$ cat config.mk
export PLATFORM = sky130hd
export DESIGN_NAME = gamma_pwm_led_dimmer_registers_top
export DESIGN_NICKNAME = d
export VERILOG_FILES = /design/src/gpld_pkg.sv /design/src/gamma_pwm_led_dimmer_registers_top.sv
export SDC_FILE = /design/constraint.sdc
export NUM_CORES = 1
export LEC_CHECK = 0
export BUFFER_PORTS_ARGS = -buffer_cell sky130_fd_sc_hd__buf_2
export CORE_MARGIN = 5
export CORE_UTILIZATION = 49
export DETAILED_ROUTE_END_ITERATION = 7
export GPL_ROUTABILITY_DRIVEN = 1
export GPL_TIMING_DRIVEN = 0
export PLACE_DENSITY = 0.78
export RECOVER_POWER = 25
export SLEW_MARGIN = 20
export SYNTH_ARGS = -nofsm -noshare
export SYNTH_HDL_FRONTEND = slang
export SYNTH_SLANG_ARGS = --single-unit
export TNS_END_PERCENT = 20
$ cat constraint.sdc
create_clock -name clk -period 4.5 [get_ports clk]
set_input_delay 0.225 -clock clk [delete_from_list [all_inputs] [get_ports clk]]
set_output_delay 0.225 -clock clk [all_outputs]
set_load 0.005 [all_outputs]
$ cat src/gpld_pkg.sv
`timescale 1ns / 1ps
// ----------------------------------------------------------------------------
// gpld_pkg
// Shared types and constants for the gamma-corrected PWM LED dimmer:
// opcodes, status codes, register map base, limits and the gamma table.
// ----------------------------------------------------------------------------
package gpld_pkg;

	typedef logic [1:0]  opcode_t;
	typedef logic [15:0] reg_word_t;
	typedef logic [9:0]  duty_t;

	localparam opcode_t OP_TICK  = 2'd0;
	localparam opcode_t OP_READ  = 2'd1;
	localparam opcode_t OP_WRITE = 2'd2;

	localparam logic STATUS_OK           = 1'b0;
	localparam logic STATUS_ILLEGAL_ADDR = 1'b1;

	localparam reg_word_t BASE_ADDR      = 16'd40001;
	localparam reg_word_t RAW_LIMIT      = 16'd1001;
	localparam reg_word_t LEVEL_RAW_MARK = 16'hffff;
	localparam duty_t     PERIOD_RESET   = 10'd1000;
	localparam duty_t     DUTY_MAX       = 10'd1000;

	localparam int GAMMA_TAB_LEN = 101;
	localparam int GAMMA_ENTRIES = 101;
	// a level must index both the configured entries and the table itself
	localparam int LEVEL_LIMIT   = (GAMMA_ENTRIES < GAMMA_TAB_LEN) ? GAMMA_ENTRIES
	                                                               : GAMMA_TAB_LEN;
	localparam int GAMMA_IDX_W   = $clog2(GAMMA_TAB_LEN);

	localparam duty_t GAMMA_TABLE [0:GAMMA_TAB_LEN-1] = '{
		10'd0,   10'd0,   10'd0,   10'd0,   10'd0,   10'd0,   10'd1,   10'd1,
		10'd1,   10'd1,   10'd1,   10'd1,   10'd1,   10'd1,   10'd2,   10'd2,
		10'd2,   10'd2,   10'd2,   10'd3,   10'd3,   10'd3,   10'd4,   10'd4,
		10'd4,   10'd5,   10'd5,   10'd5,   10'd6,   10'd6,   10'd7,   10'd8,
		10'd8,   10'd9,   10'd9,   10'd10,  10'd11,  10'd12,  10'd13,  10'd14,
		10'd15,  10'd16,  10'd17,  10'd18,  10'd20,  10'd21,  10'd23,  10'd25,
		10'd27,  10'd29,  10'd31,  10'd33,  10'd35,  10'd38,  10'd41,  10'd44,
		10'd47,  10'd50,  10'd54,  10'd58,  10'd62,  10'd67,  10'd71,  10'd77,
		10'd82,  10'd88,  10'd94,  10'd101, 10'd109, 10'd116, 10'd125, 10'd134,
		10'd144, 10'd154, 10'd165, 10'd177, 10'd190, 10'd203, 10'd218, 10'd233,
		10'd250, 10'd268, 10'd287, 10'd308, 10'd330, 10'd354, 10'd379, 10'd406,
		10'd436, 10'd467, 10'd500, 10'd536, 10'd574, 10'd616, 10'd660, 10'd707,
		10'd758, 10'd812, 10'd870, 10'd932, 10'd1000
	};

endpackage

$ cat src/gamma_pwm_led_dimmer_registers_top.sv
`timescale 1ns / 1ps
// Pipeline: an accepted beat lands in the input register, and its result
// loads into the result register once that register is free or out_ready is high.
// Throughput: one item per cycle while out_ready is high; the single
// state update per item settles in the same cycle the result register loads.
// Reset: arst_n clears levels, duties and the PWM counter to zero, and loads
// pwm_period with 1000; nothing is in flight after reset.
// ----------------------------------------------------------------------------
// gamma_pwm_led_dimmer_registers_top
// Three-channel gamma-corrected PWM LED dimmer with a small holding-register
// bank: ticks advance the shared counter, reads and writes reach level/duty.
// ----------------------------------------------------------------------------
module gamma_pwm_led_dimmer_registers_top #(
	parameter int CHANNEL_COUNT = 3
) (
	input  logic        clk,
	input  logic        arst_n,
	input  logic        cfg_we,
	input  logic [9:0]  cfg_wdata,
	input  logic        in_valid,
	output logic        in_ready,
	input  logic [1:0]  opcode,
	input  logic [15:0] reg_address,
	input  logic [15:0] write_value,
	output logic        out_valid,
	input  logic        out_ready,
	output logic [15:0] read_data,
	output logic        status,
	output logic [2:0]  pwm_lines
);

	localparam int CH_W = (CHANNEL_COUNT > 1) ? $clog2(CHANNEL_COUNT) : 1;
	localparam gpld_pkg::reg_word_t CH_CNT   = 16'(CHANNEL_COUNT);
	localparam gpld_pkg::reg_word_t CH_CNT_2 = 16'(2 * CHANNEL_COUNT);

	// state
	gpld_pkg::duty_t     pwm_period_q;
	gpld_pkg::duty_t     pwm_count_q;
	gpld_pkg::reg_word_t channel_level_q [CHANNEL_COUNT];
	gpld_pkg::duty_t     channel_duty_q  [CHANNEL_COUNT];

	// input stage
	logic                s1_valid_q;
	gpld_pkg::opcode_t   opcode_s1;
	gpld_pkg::reg_word_t reg_address_s1;
	gpld_pkg::reg_word_t write_value_s1;

	// result stage
	logic                out_valid_q;
	gpld_pkg::reg_word_t read_data_s2;
	logic                status_s2;
	logic [2:0]          pwm_lines_s2;

	logic                advance;
	logic                in_beat;
	gpld_pkg::reg_word_t offset;
	gpld_pkg::reg_word_t duty_off;
	logic                addr_ge_base;
	logic                is_level;
	logic                is_duty;
	logic                is_access;
	logic [CH_W-1:0]     ch;
	logic                level_ok;
	logic                raw_ok;
	logic [gpld_pkg::GAMMA_IDX_W-1:0] gamma_idx;
	gpld_pkg::duty_t     gamma_duty;
	gpld_pkg::reg_word_t rd_value;
	logic                st_value;
	logic [2:0]          lines_now;
	logic                do_tick;
	logic                wr_level;
	logic                wr_raw;

	assign advance  = s1_valid_q && (!out_valid_q || out_ready);
	assign in_ready = !s1_valid_q || advance;
	assign in_beat  = in_valid && in_ready;

	// address decode
	always_comb begin
		offset       = reg_address_s1 - gpld_pkg::BASE_ADDR;
		duty_off     = offset - CH_CNT;
		addr_ge_base = reg_address_s1 >= gpld_pkg::BASE_ADDR;
		is_access    = (opcode_s1 == gpld_pkg::OP_READ) || (opcode_s1 == gpld_pkg::OP_WRITE);
		is_level     = is_access && addr_ge_base && (offset < CH_CNT);
		is_duty      = is_access && addr_ge_base && (offset >= CH_CNT) && (offset < CH_CNT_2);
		ch           = is_duty ? duty_off[CH_W-1:0] : offset[CH_W-1:0];
	end

	assign level_ok   = write_value_s1 < 16'(gpld_pkg::LEVEL_LIMIT);
	assign raw_ok     = write_value_s1 < gpld_pkg::RAW_LIMIT;
	assign gamma_idx  = level_ok ? write_value_s1[gpld_pkg::GAMMA_IDX_W-1:0] : '0;
	assign gamma_duty = gpld_pkg::GAMMA_TABLE[gamma_idx];

	assign do_tick  = advance && (opcode_s1 == gpld_pkg::OP_TICK);
	assign wr_level = advance && (opcode_s1 == gpld_pkg::OP_WRITE) && is_level && level_ok;
	assign wr_raw   = advance && (opcode_s1 == gpld_pkg::OP_WRITE) && is_duty && raw_ok;

	// lines are sampled before this item's own update
	always_comb begin
		lines_now = '0;
		for (int k = 0; k < 3; k++) begin
			if (k < CHANNEL_COUNT) begin
				lines_now[k] = pwm_count_q < channel_duty_q[k];
			end
		end
	end

	always_comb begin
		rd_value = '0;
		st_value = gpld_pkg::STATUS_OK;
		if (is_access && !is_level && !is_duty) begin
			st_value = gpld_pkg::STATUS_ILLEGAL_ADDR;
		end
		if (opcode_s1 == gpld_pkg::OP_READ) begin
			if (is_level) begin
				rd_value = channel_level_q[ch];
			end else if (is_duty) begin
				rd_value = 16'(channel_duty_q[ch]);
			end
		end
	end

	// input register
	always_ff @(posedge clk or negedge arst_n) begin
		if (!arst_n) begin
			s1_valid_q <= 1'b0;
		end else if (in_ready) begin
			s1_valid_q <= in_valid;
		end
	end

	always_ff @(posedge clk) begin
		if (in_beat) begin
			opcode_s1      <= opcode;
			reg_address_s1 <= reg_address;
			write_value_s1 <= write_value;
		end
	end

	// result register
	always_ff @(posedge clk or negedge arst_n) begin
		if (!arst_n) begin
			out_valid_q <= 1'b0;
		end else if (advance) begin
			out_valid_q <= 1'b1;
		end else if (out_ready) begin
			out_valid_q <= 1'b0;
		end
	end

	always_ff @(posedge clk) begin
		if (advance) begin
			read_data_s2 <= rd_value;
			status_s2    <= st_value;
			pwm_lines_s2 <= lines_now;
		end
	end

	// config and counter
	always_ff @(posedge clk or negedge arst_n) begin
		if (!arst_n) begin
			pwm_period_q <= gpld_pkg::PERIOD_RESET;
		end else if (cfg_we) begin
			pwm_period_q <= cfg_wdata;
		end
	end

	always_ff @(posedge clk or negedge arst_n) begin
		if (!arst_n) begin
			pwm_count_q <= '0;
		end else if (do_tick) begin
			if (pwm_count_q >= pwm_period_q) begin
				pwm_count_q <= '0;
			end else begin
				pwm_count_q <= pwm_count_q + 10'd1;
			end
		end
	end

	// level and duty bank
	always_ff @(posedge clk or negedge arst_n) begin
		if (!arst_n) begin
			for (int k = 0; k < CHANNEL_COUNT; k++) begin
				channel_level_q[k] <= '0;
				channel_duty_q[k]  <= '0;
			end
		end else if (wr_level) begin
			channel_level_q[ch] <= write_value_s1;
			channel_duty_q[ch]  <= gamma_duty;
		end else if (wr_raw) begin
			channel_level_q[ch] <= gpld_pkg::LEVEL_RAW_MARK;
			channel_duty_q[ch]  <= write_value_s1[9:0];
		end
	end

	assign out_valid = out_valid_q;
	assign read_data = read_data_s2;
	assign status    = status_s2;
	assign pwm_lines = pwm_lines_s2;

	// checks
	a_stall_only_when_full: assert property (@(posedge clk) disable iff (!arst_n)
		!in_ready |-> (s1_valid_q && out_valid_q && !out_ready))
		else $error("input stalled without a full pipeline");

	a_count_hold: assert property (@(posedge clk) disable iff (!arst_n)
		!do_tick |=> $stable(pwm_count_q))
		else $error("pwm counter moved without a tick");

	a_count_wrap: assert property (@(posedge clk) disable iff (!arst_n)
		(do_tick && (pwm_count_q >= pwm_period_q)) |=> (pwm_count_q == '0))
		else $error("pwm counter failed to wrap");

	a_illegal_reads_zero: assert property (@(posedge clk) disable iff (!arst_n)
		(out_valid_q && (status_s2 == gpld_pkg::STATUS_ILLEGAL_ADDR)) |-> (read_data_s2 == '0))
		else $error("illegal address beat carries data");

	a_duty_bound: assert property (@(posedge clk) disable iff (!arst_n)
		(wr_level || wr_raw) |=> (channel_duty_q[$past(ch)] <= gpld_pkg::DUTY_MAX))
		else $error("duty written above full scale");

endmodule
==> results.sh <==
export IMPL_status="finished, violations left"
export IMPL_violations="capacitance limit, slew limit"
export IMPL_drive_gt1_frac=0.126
export IMPL_critPathLaunch="reg_address_s1[0]"
export IMPL_ys_async_sr_fraction=0.649
export IMPL_yosysTopAreaCellShare=0.244
export IMPL_hold_path_end="pwm_period_q[6]"
export IMPL_drt_pass1_iter_count=8
export IMPL_ys_seq_area_frac=0.428
export IMPL_rr_startpoint="reg_address_s1[0]"
export IMPL_yosysTopAreaCell="dfrtp_1"
export IMPL_cts_tree="built"
export IMPL_grt_antenna_before_repair=0
export IMPL_gp_congestion=0.989
export IMPL_cpMaxStageDelayCell="a2111oi_4"
export IMPL_ys_ff_latch=154
export IMPL_routed_wl_um=28400
export IMPL_cap_violations=1
export IMPL_cts_sinks=154
export IMPL_min_delay_path_class="input port to flop"
export IMPL_drtIter0Drc=1201
export IMPL_grt_ovfl_total=0
export IMPL_syn_nets=1224
export IMPL_drcViolationCount=0
export IMPL_fin_cells=1528
export IMPL_synth_edf_count=54
export IMPL_post_route_period_util=0.950
export IMPL_place_inst=1459
export IMPL_ys_warnings_count=0
export IMPL_coreArea_um2=19500
export IMPL_viasPerCell=5.95
export IMPL_max_freq_mhz=234
export IMPL_cp_num_buf_inv=4
export IMPL_crit_required_ns=4.63
export IMPL_finalHoldViolations=0
export IMPL_grt_pass1_vias=8773
export IMPL_avgSynthCellArea_um2=8.59
export IMPL_clkLatencyLatePin_ns=0.43
export IMPL_h_tree_depth=4
export IMPL_power_mw=3.56
export IMPL_nNetsFinal=1350
export IMPL_pin_count=71
export IMPL_cp_max_fo=10
export IMPL_slew_viol_final=37
export IMPL_fin_util=0.585
export IMPL_diodes=0
export IMPL_cp_start_kind="flop"
export IMPL_num_rows=51
export IMPL_detail_route_antenna_nets=0
export IMPL_worstMarginPinSlew_ns=2.11
export IMPL_numCtsBuffers=17
export IMPL_yosys_cell_types_count=78
export IMPL_power_density_nw_per_um2=313
export IMPL_grt_setup_unrepaired="false"
export IMPL_synth_area_top_cells="dfrtp_1 (24%), edfxtp_1 (17%), ha_1 (6.6%)"
export IMPL_num_vias=9094
export IMPL_track_usage=0.257
export IMPL_synth_main_ff_cell="dfrtp_1"
export IMPL_rr_endpoint="read_data[1]"
export IMPL_grt_first_pass_wirelength_um=45800
export IMPL_cts_root_buf="clkbuf_16"
export IMPL_worstPathCellList="inv_1, clkbuf_2, ha_1, nor2b_1, a31oi_2, mux2_2, or2_1, a2111oi_4, buf_4, buf_2, a21oi_1, nor3_1, o21ai_0"
export IMPL_die_x_um=150
export IMPL_grt_max_degree=65
export IMPL_io_buffers=69
export IMPL_min_period_ns=4.27
export IMPL_ff2ff_setup_slack_ns=0.23
export IMPL_initial_core_util=0.496
export IMPL_cellLeakagePower_nw=4.71
export IMPL_post_drt_wl_per_cell_um=18.6
export IMPL_area_delta_synth_final_pct=17.8
export IMPL_skew_ns=0.0135
export IMPL_vdd_drop_max_mv=0.304
export IMPL_relSlewSlack=-0.409
export IMPL_worst_setup_path_end_kind="flop"
export IMPL_rr_worst_depth=13
export IMPL_die_area_um2=22600
export IMPL_hold_start="cfg_wdata[6]"
export IMPL_path_clk_slew_ns=0.07
export IMPL_die_y_um=150
export IMPL_dp_final_hpwl_um=19800
export IMPL_holdPathStages=3
export IMPL_finalSetupViolCount=0
export IMPL_crit_type="flop to flop"
export IMPL_clk_path_buf_depth=2
export IMPL_slowest_delay_ns=0.51
export IMPL_crit_family="compound AO/OA/AOI/OAI gates"
export IMPL_synth_cells=1124
export IMPL_cp_arrival_ns=4.41
export IMPL_netlist_area_um2=9660
cells in the mapped netlist, types with 5 or more instances:
library cell	count
nand2_1	137
nor2_1	121
a21oi_1	96
dfrtp_1	94
o21ai_0	62
inv_1	60
nand3_1	60
clkbuf_1	54
edfxtp_1	54
ha_1	51
nor3_1	24
and3_1	21
a211oi_1	20
o21ai_1	19
or3_1	18
buf_2	15
a21o_1	13
nand2b_1	13
nor2b_1	13
nand4_1	12
o211ai_1	11
a311oi_1	9
a31oi_1	9
a22oi_1	7
buf_4	7
mux2i_1	7
dfstp_2	6
nand3b_1	6
nor4_1	6
o22ai_1	6
and2_1	5
xnor2_1	5
through the flow:
step / worst slack, ns / TNS, ns / hold WS [ns] / cell area, µm²
finish: 0.225 / 0 / 0.00777 / 11400
floorplan: 0.700 / 0 / -0.0706 / 9660
global route: 0.0865 / 0 / 0.00980 / 11400
detailed placement: -0.869 / -34.65 / 0.149 / 10400
global placement: -0.899 / -34.68 / 0.401 / 10300
CTS: 0.108 / 0 / 0.000194 / 11300
logic make-up after synthesis:
logic type	after synthesis	synth area share
flops	154	0.428
fa+ha+maj	52	0.0671
simple gates	456	0.224
compound gates	300	0.199
buf+inv	141	0.0595
xor+xnor	8	0.00803
mux	13	0.0148
timing repair:
action                                  CTS  global route
hold buffers                             39             0
endpoints found under the setup margin   95            30
gates resized for setup                   6            10
endpoints found under the hold margin    74             0
setup buffers                             1             3
area by class of cell:
type	count	area, µm²
Buffer	73	323
Inverter	62	234
Fill cell	1680	8090
Clock inverter	10	95.1
Clock buffer	22	465
Timing Repair Buffer	113	787
Multi-Input combinational cell	829	5010
Sequential cell	154	4130
Tap cell	265	332
cell usage in the layout, fill, tap and decap left out, drive strengths merged, types with 5 or more instances in the layout:
cell type / instances
a2111oi: 5
a211oi: 20
a21o: 13
a21oi: 97
a22oi: 7
a311oi: 9
a31oi: 9
and2: 6
and3: 21
buf: 93
clkbuf: 76
clkinv: 7
dfrtp: 94
dfstp: 6
dlygate4sd3: 39
edfxtp: 54
ha: 51
inv: 62
mux2i: 9
nand2: 137
nand2b: 13
nand3: 60
nand3b: 6
nand4: 12
nor2: 125
nor2b: 13
nor3: 24
nor4: 6
o2111ai: 5
o211ai: 11
o21ai: 82
o22ai: 6
or2: 5
or3: 19
xnor2: 6
state kept, by name, summed over array words and instances, names as in the netlist, 2 cells and up:
register and cells:
reg_address_s1 16, read_data 16, channel_level_q 48, pwm_lines 3
pwm_period_q 10, write_value_s1 16, opcode_s1 2, pwm_count_q 10
channel_duty_q 30
power breakdown:
| group | switching, mW | internal, mW | leakage (nW) |
|---|---|---|---|
| sequential | 0.0533 | 1.53 | 1.83 |
| combinational | 0.335 | 0.246 | 2.61 |
| clock | 0.603 | 0.796 | 0.270 |
worst max-delay path by stage:
| stage | to | slack [ns] | depth (start not counted) |
|---|---|---|---|
| floorplan | read_data[3] | 0.70 | 16 |
| global placement | channel_duty_q[17] | -0.90 | 14 |
| detailed placement | channel_duty_q[17] | -0.87 | 14 |
| CTS | channel_duty_q[22] | 0.11 | 16 |
| global route | read_data[1] | 0.09 | 13 |
| finish | read_data[1] | 0.23 | 13 |
tightest hold or removal path, delay by kind of cell:
kind | cells | cell delay [ns]
and+or+nand+nor | 1 | 0.04
buffers and inverters | 1 | 0.07
AOI/OAI and AO/OA | 1 | 0.06
per-layer routing:
layer | wire (µm) | vias up | global-route usage
met1 | 11900 | 4240 | 0.347
met5 | 0 | - | 0
met3 | 2520 | 81 | 0.0566
met4 | 853 | 0 | 0.0897
met2 | 13200 | 494 | 0.409
li1 | - | 4279 | -
(Power assumes the default switching activity.)
